<file path="config.mk">
export PLATFORM = sky130hd
export DESIGN_NAME = ppt_eval
export DESIGN_NICKNAME = d
export VERILOG_FILES = /design/src/rtl/ppt_pkg.sv /design/src/rtl/ppt_eval.sv
export SDC_FILE = /design/constraint.sdc
export NUM_CORES = 2
export LEC_CHECK = 0
export BUFFER_PORTS_ARGS = -buffer_cell sky130_fd_sc_hd__clkbuf_2
export CORE_ASPECT_RATIO = 1.75
export CORE_MARGIN = 3
export CORE_UTILIZATION = 39
export CTS_BUF_LIST = sky130_fd_sc_hd__clkbuf_8
export DETAILED_ROUTE_END_ITERATION = 6
export PLACE_DENSITY = 0.67
export SLEW_MARGIN = 0
export SYNTH_ARGS = -nofsm -noshare
export SYNTH_HDL_FRONTEND = slang
export SYNTH_SLANG_ARGS = --single-unit
</file>
<file path="constraint.sdc">
create_clock -name i_clk -period 6 [get_ports i_clk]
set_input_delay 0.9 -clock i_clk [delete_from_list [all_inputs] [get_ports i_clk]]
set_output_delay 0.9 -clock i_clk [all_outputs]
set_load 0.02 [all_outputs]
</file>
<file path="src/rtl/ppt_pkg.sv">
package ppt_pkg;

    localparam int AREA_BITS  = 42;
    localparam int COUNT_BITS = 7;
    localparam int RSQ_BITS   = 34;
    localparam int CFG_IDX_BITS = 2;

    localparam logic [1:0] OP_CLEAR  = 2'd0;
    localparam logic [1:0] OP_APPEND = 2'd1;
    localparam logic [1:0] OP_TEST   = 2'd2;
    localparam logic [1:0] OP_AREA   = 2'd3;

    localparam logic [CFG_IDX_BITS-1:0] CFG_CENTER_X = 2'd0;
    localparam logic [CFG_IDX_BITS-1:0] CFG_CENTER_Y = 2'd1;
    localparam logic [CFG_IDX_BITS-1:0] CFG_RADIUS_SQ = 2'd2;

    // Control handed from the sequencer to the evaluator each cycle.
    typedef struct packed {
        logic valid;
        logic area;
        logic clear;
    } t_eval_ctl;

endpackage

</file>
<file path="src/rtl/ppt_eval.sv">
module ppt_eval
    import ppt_pkg::*;
#(
    parameter int COORD_BITS = 16
) (
    input  logic                         i_clk,
    input  logic                         i_rst_n,
    input  t_eval_ctl                    i_ctl,
    input  logic [4*COORD_BITS-1:0]      i_seg,
    input  logic signed [COORD_BITS-1:0] i_px,
    input  logic signed [COORD_BITS-1:0] i_py,
    input  logic signed [COORD_BITS-1:0] i_cx,
    input  logic signed [COORD_BITS-1:0] i_cy,
    output logic                         o_outside,
    output logic signed [AREA_BITS-1:0]  o_acc
);

    localparam int C = COORD_BITS;

    logic signed [C:0] sx, sy, tx, ty, px, py, cx, cy;
    logic signed [C:0] n_m1a, n_m1b, n_m2a, n_m2b;
    logic signed [C:0] r_m1a, r_m1b, r_m2a, r_m2b;
    logic signed [2*C+1:0] r_p1, r_p2;
    logic r_va, r_vb, r_area_a, r_area_b;
    logic r_outside;
    logic signed [AREA_BITS-1:0] r_acc;

    assign sx = {i_seg[C-1], i_seg[C-1:0]};
    assign sy = {i_seg[2*C-1], i_seg[2*C-1:C]};
    assign tx = {i_seg[3*C-1], i_seg[3*C-1:2*C]};
    assign ty = {i_seg[4*C-1], i_seg[4*C-1:3*C]};
    assign px = {i_px[C-1], i_px};
    assign py = {i_py[C-1], i_py};
    assign cx = {i_cx[C-1], i_cx};
    assign cy = {i_cy[C-1], i_cy};

    // Both queries need two products; only the operands differ.
    always_comb begin
        if (i_ctl.area) begin
            n_m1a = sx - cx;
            n_m1b = ty - cy;
            n_m2a = sy - cy;
            n_m2b = tx - cx;
        end else begin
            n_m1a = tx - sx;
            n_m1b = py - sy;
            n_m2a = ty - sy;
            n_m2b = px - sx;
        end
    end

    always_ff @(posedge i_clk) begin
        r_m1a <= n_m1a;
        r_m1b <= n_m1b;
        r_m2a <= n_m2a;
        r_m2b <= n_m2b;
        r_area_a <= i_ctl.area;
        r_p1 <= r_m1a * r_m1b;
        r_p2 <= r_m2a * r_m2b;
        r_area_b <= r_area_a;
    end

    always_ff @(posedge i_clk) begin
        if (!i_rst_n) begin
            r_va <= 1'b0;
            r_vb <= 1'b0;
            r_outside <= 1'b0;
            r_acc <= '0;
        end else begin
            r_va <= i_ctl.valid;
            r_vb <= r_va;
            if (i_ctl.clear) begin
                r_outside <= 1'b0;
                r_acc <= '0;
            end else if (r_vb) begin
                if (r_area_b) begin
                    r_acc <= r_acc + AREA_BITS'(r_p1) - AREA_BITS'(r_p2);
                end else if (r_p1 < r_p2) begin
                    r_outside <= 1'b1;
                end
            end
        end
    end

    assign o_outside = r_outside;
    assign o_acc = r_acc;

endmodule

</file>
* After elaboration in Yosys (flattened, before gate mapping)
Cells that the tools add are included.
Storage, ports and cells: flip-flop bits (word level) 183, latch bits 0, RAM bits 0, ROM bits 0, output and inout port bits 43, memories 0
Cells by class: $add $sub $neg 10, multipliers 2, div/mod/pow operators 0, $lt $le $gt $ge 1, equal/unequal tests 0, shift-type cells 0, multiplexer cells 4, bitwise gates (word level) 2, reductions and logical operators 3
Operators by type and width (count):
- $sub 16x16->17 | 8
- $mul 17x17->34 | 2
- $mux 17 | 4
- $add 42x34->42 | 1
- $sub 42x34->42 | 1
- $lt 34x34->1 | 1
- $reduce_and 3->1 | 1
- $not 1->1 | 2
- $reduce_and 2->1 | 1
- $reduce_or 2->1 | 1

* Longest topological paths before layout
depth in word-level cells 2, mapped depth 24, gate-level depth less buffers 23

* Worst setup path after synthesis
Ideal clock, no wire load.
path kind reg2reg, start reg r_m1b[8], end reg r_p1[32], setup time 0.121 ns, arrival time 5.791 ns, path slack 0.088 ns, stages on the path, launching flop included 22, path buffers 2, cells stage by stage dfxtp_1 clkbuf_1 clkbuf_1 nand2_1 fa_1 inv_1 fa_1 fa_1 fa_1 fa_1 inv_1 fa_1 inv_1 ha_1 nand4_1 or2_2 nor3_1 o31ai_1 a211o_1 a41oi_1 mux2i_1 nand2_1
Between the ends: word-level cells in the longest chain between the ends 1
Ends and longest elaborated chain:
- from (decl) | line ppt_eval.sv:22 | logic signed [C:0] r_m1a, r_m1b, r_m2a, r_m2b;
- from (signal assigned) | line ppt_eval.sv:54 | r_m1b <= n_m1b;
- $mul 17x17->34 | line ppt_eval.sv:58 | r_p1 <= r_m1a * r_m1b;
- to (signal assigned) | line ppt_eval.sv:58
- to (decl) | line ppt_eval.sv:23 | logic signed [2*C+1:0] r_p1, r_p2;
No other way between the ends. A chain may end at the register's enable or synchronous reset.

* Worst setup path in the final report
start reg r_m1a[4], end reg r_p1[32]
Between the ends: word-level cells in the longest chain between the ends 1
Ends and longest elaborated chain:
- from (decl) | line ppt_eval.sv:22
- from (signal assigned) | line ppt_eval.sv:53 | r_m1a <= n_m1a;
- $mul 17x17->34 | line ppt_eval.sv:58
No other way between the ends.

==> flow_metrics.tcl <==
set metrics [dict create \
    max_slew_margin_pct 28.6 \
    drive_above_1_share_pct 12.6 \
    finalHoldViolCount 0 \
    num_rows 148 \
    grt_pass1_wl_um 164000 \
    clockBufferDepth 2 \
    clock_skew_ns 0.0260 \
    worst_pin_slew_ns 1.07 \
    syn2layout_area_growth_pct 12.6 \
    rsz0062_at_grt "true" \
    syn-cell-area_sq_um 36700 \
    core_sq_um 93100 \
    io_buffers 175 \
    worst_ep_arrival_time_ns 6.40 \
    synth_cells 4258 \
    min_path_type "reg2reg" \
    cts_sinks 183 \
    drt_iter0_drc 1530 \
    worstSkewPairLatency_ns 0.60 \
    synth_edf_count 0 \
    grt_overflow_total 0 \
    die_w_um 238 \
    antenna_found_initial 5 \
    place.gp.congestion 0.955 \
    grtUsageTotal_pct 21.4 \
    cts.clk_slew.worst_paths_ns 0.13 \
    dp_hpwl_um 90800 \
    path_max_fanout 4 \
    die_h_um 412 \
    timing.final.crit_share_pct 98.5 \
    finalSetupViolCount 0 \
    cts_made_buffers 17 \
    status "completed" \
    layout_commonest_cell "inv_1" \
    fin_crit_ns 5.91 \
    crit_type "reg2reg" \
    synthFlopType "dfxtp_1" \
    start_util_pct 39.5 \
    fmax_mhz 169 \
    post_layout_nonfiller_instances 5783 \
    nets 5715 \
    end_kind "flop" \
    drcViolationCount 0 \
    drt_pass1_iterations 5 \
    yosysWarnings 0 \
    syn_nets 5405 \
    ys_ff_latch 183 \
    drv_cap 0 \
    critPathMostFrequentCell "fa_1" \
    critPathSlowestCell "fa_1" \
    synth_cell_types 78 \
    hold_buffers 0 \
    synthArstFlopShare_pct 0 \
    layout_common_cells "922 x inv_1, 630 x fa_1, 434 x nand2_1" \
    max_stage_delay_ns 0.61 \
    avgSynthCellArea_sq_um 8.63 \
    vias 29493 \
    cts_tree "yes" \
    required_ns 6.49 \
    io-pin-count 176 \
    crit_chain "buf_6 -> and2_4 -> fa_1 -> fa_1 -> fa_1 -> fa_1 -> fa_1 -> inv_2 -> fa_1 -> inv_2 -> ha_4 -> nand4_1 -> or2_4 -> nor3_4 -> o31ai_4 -> a211o_1 -> a41oi_2 -> mux2i_1 -> nand2_1" \
    viasPerCell 5.10 \
    wl_per_cell_um 17.9 \
    dp.cells 5728 \
    yosysSeqAreaShare_pct 9.97 \
    htreeDepth 4 \
    drt-total-wl_um 103000 \
    ant_nets 0 \
    grt_max_degree 64 \
    dieArea_sq_um 98100 \
    slew_viol_final 0 \
    grt_pass1_vias 31606 \
    post-route-util_pct 44.4 \
    cp-start-kind "flop" \
    clock-root-buffer "clkbuf_8" \
]
[cell usage after synthesis (6+ instances only)]
cell type | n | share of area, %
a211o_1 | 8 | 0.19
a211oi_1 | 27 | 0.55
a21boi_0 | 12 | 0.25
a21o_1 | 73 | 1.5
a21oi_1 | 195 | 2.7
a31o_2 | 7 | 0.17
a31oi_1 | 17 | 0.29
and2_1 | 293 | 5.0
and3_1 | 14 | 0.24
buf_1 | 6 | 0.061
clkbuf_1 | 103 | 1.1
dfxtp_1 | 183 | 10
fa_1 | 641 | 35
ha_1 | 373 | 13
inv_1 | 930 | 9.5
mux2i_1 | 21 | 0.57
nand2_1 | 436 | 4.5
nand2b_1 | 46 | 0.78
nand3_1 | 46 | 0.63
nand3b_1 | 11 | 0.22
nand4_1 | 17 | 0.29
nor2_1 | 156 | 1.6
nor2b_1 | 45 | 0.77
nor3_1 | 53 | 0.72
o211ai_1 | 15 | 0.31
o21a_1 | 37 | 0.76
o21ai_0 | 135 | 1.8
o21ai_1 | 15 | 0.20
o21bai_1 | 8 | 0.16
o31a_1 | 6 | 0.14
o31ai_1 | 23 | 0.47
or2_2 | 11 | 0.19
or3_1 | 32 | 0.54
or4_1 | 8 | 0.16
xnor2_1 | 109 | 2.6
xor2_1 | 55 | 1.3
[worst paths after layout]
check / startpoint / end / slack (ns) / cells past startpoint
worst max-delay path: r_m1a[4]$_DFF_P_ / r_p1[32]$_DFF_P_ / 0.09 / 19
worst min-delay path: r_area_a$_DFF_P_ / r_area_b$_DFF_P_ / 0.42 / 0
worst max register to register: r_m1a[4]$_DFF_P_ / r_p1[32]$_DFF_P_ / 0.09 / 19
worst min register to register: r_area_a$_DFF_P_ / r_area_b$_DFF_P_ / 0.42 / 0
[flip-flops by register name, summed over array words and instances (netlist names), 17 cells and up]
| signal | flops |
|---|---|
| r_m1a | 17 |
| r_p2 | 34 |
| r_p1 | 34 |
| r_m1b | 17 |
| r_m2a | 17 |
| o_acc | 42 |
| r_m2b | 17 |
[what timing repair did]
| action | 4_1_cts | 5_1_grt |
|---|---|---|
| buffers inserted | 0 | 23 |
| endpoints found under the setup margin | 11 | 20 |
| pin swaps | 2 | 61 |
| endpoints found under the hold margin | 0 | 0 |
| gates resized for setup | 27 | 127 |
[cell families (layout without fill, tap and decap cells)]
group           after synthesis  in the layout  share of synthesized area, %
flops                       183            183                          9.97
other cells                   0              2                             0
simple gates               1186           1186                          16.0
compound gates              644            644                          11.2
mux                          23             23                         0.633
buf+inv                    1044           1367                          10.7
xor+xnor                    164            164                          3.91
fa+ha+maj                  1014           1014                          47.6
[through the flow]
step	instance area, sq um	worst slack (ns)	hold WS (ns)	TNS, ns
after detailed placement	40300	-0.198	0.427	-0.830
final	41400	0.0878	0.419	0
after CTS	40800	0.00306	0.412	0
after floorplan	36700	0.0879	0.310	0
after global placement	40300	-0.113	0.429	-0.284
after global routing	41400	-0.155	0.412	-0.392
[worst max-delay path, delay by kind of cell (launching register included)]
kind / cells / cell delay [ns]
AOI/OAI and AO/OA: 3 / 0.77
adders and majority gates: 7 / 3.37
buffers and inverters: 3 / 0.20
DFF: 1 / 0.38
muxes: 1 / 0.20
and+or+nand+nor: 5 / 0.87
[layer usage]
metal | up-vias | GRT usage (%) | wire [um]
li1 | 13972 | - | -
met1 | 14455 | 22.7 | 38600
met2 | 786 | 40.9 | 54600
met3 | 280 | 2.48 | 3900
met4 | 0 | 11.6 | 6290
met5 | - | 0 | 0
[cell type report]
cell class / instances / area, sq um
Clock inverter: 15 / 194
Inverter: 932 / 3500
Tap cell: 1200 / 1500
Timing Repair Buffer: 403 / 2710
Multi-Input combinational cell: 3031 / 29400
Fill cell: 9109 / 51800
Antenna cell: 2 / 5.00
Clock buffer: 17 / 234
Sequential cell: 183 / 3790
Power is left out: the tool's default activity adds up to more than one toggle a clock period on the data nets, which glitch-free logic cannot reach.
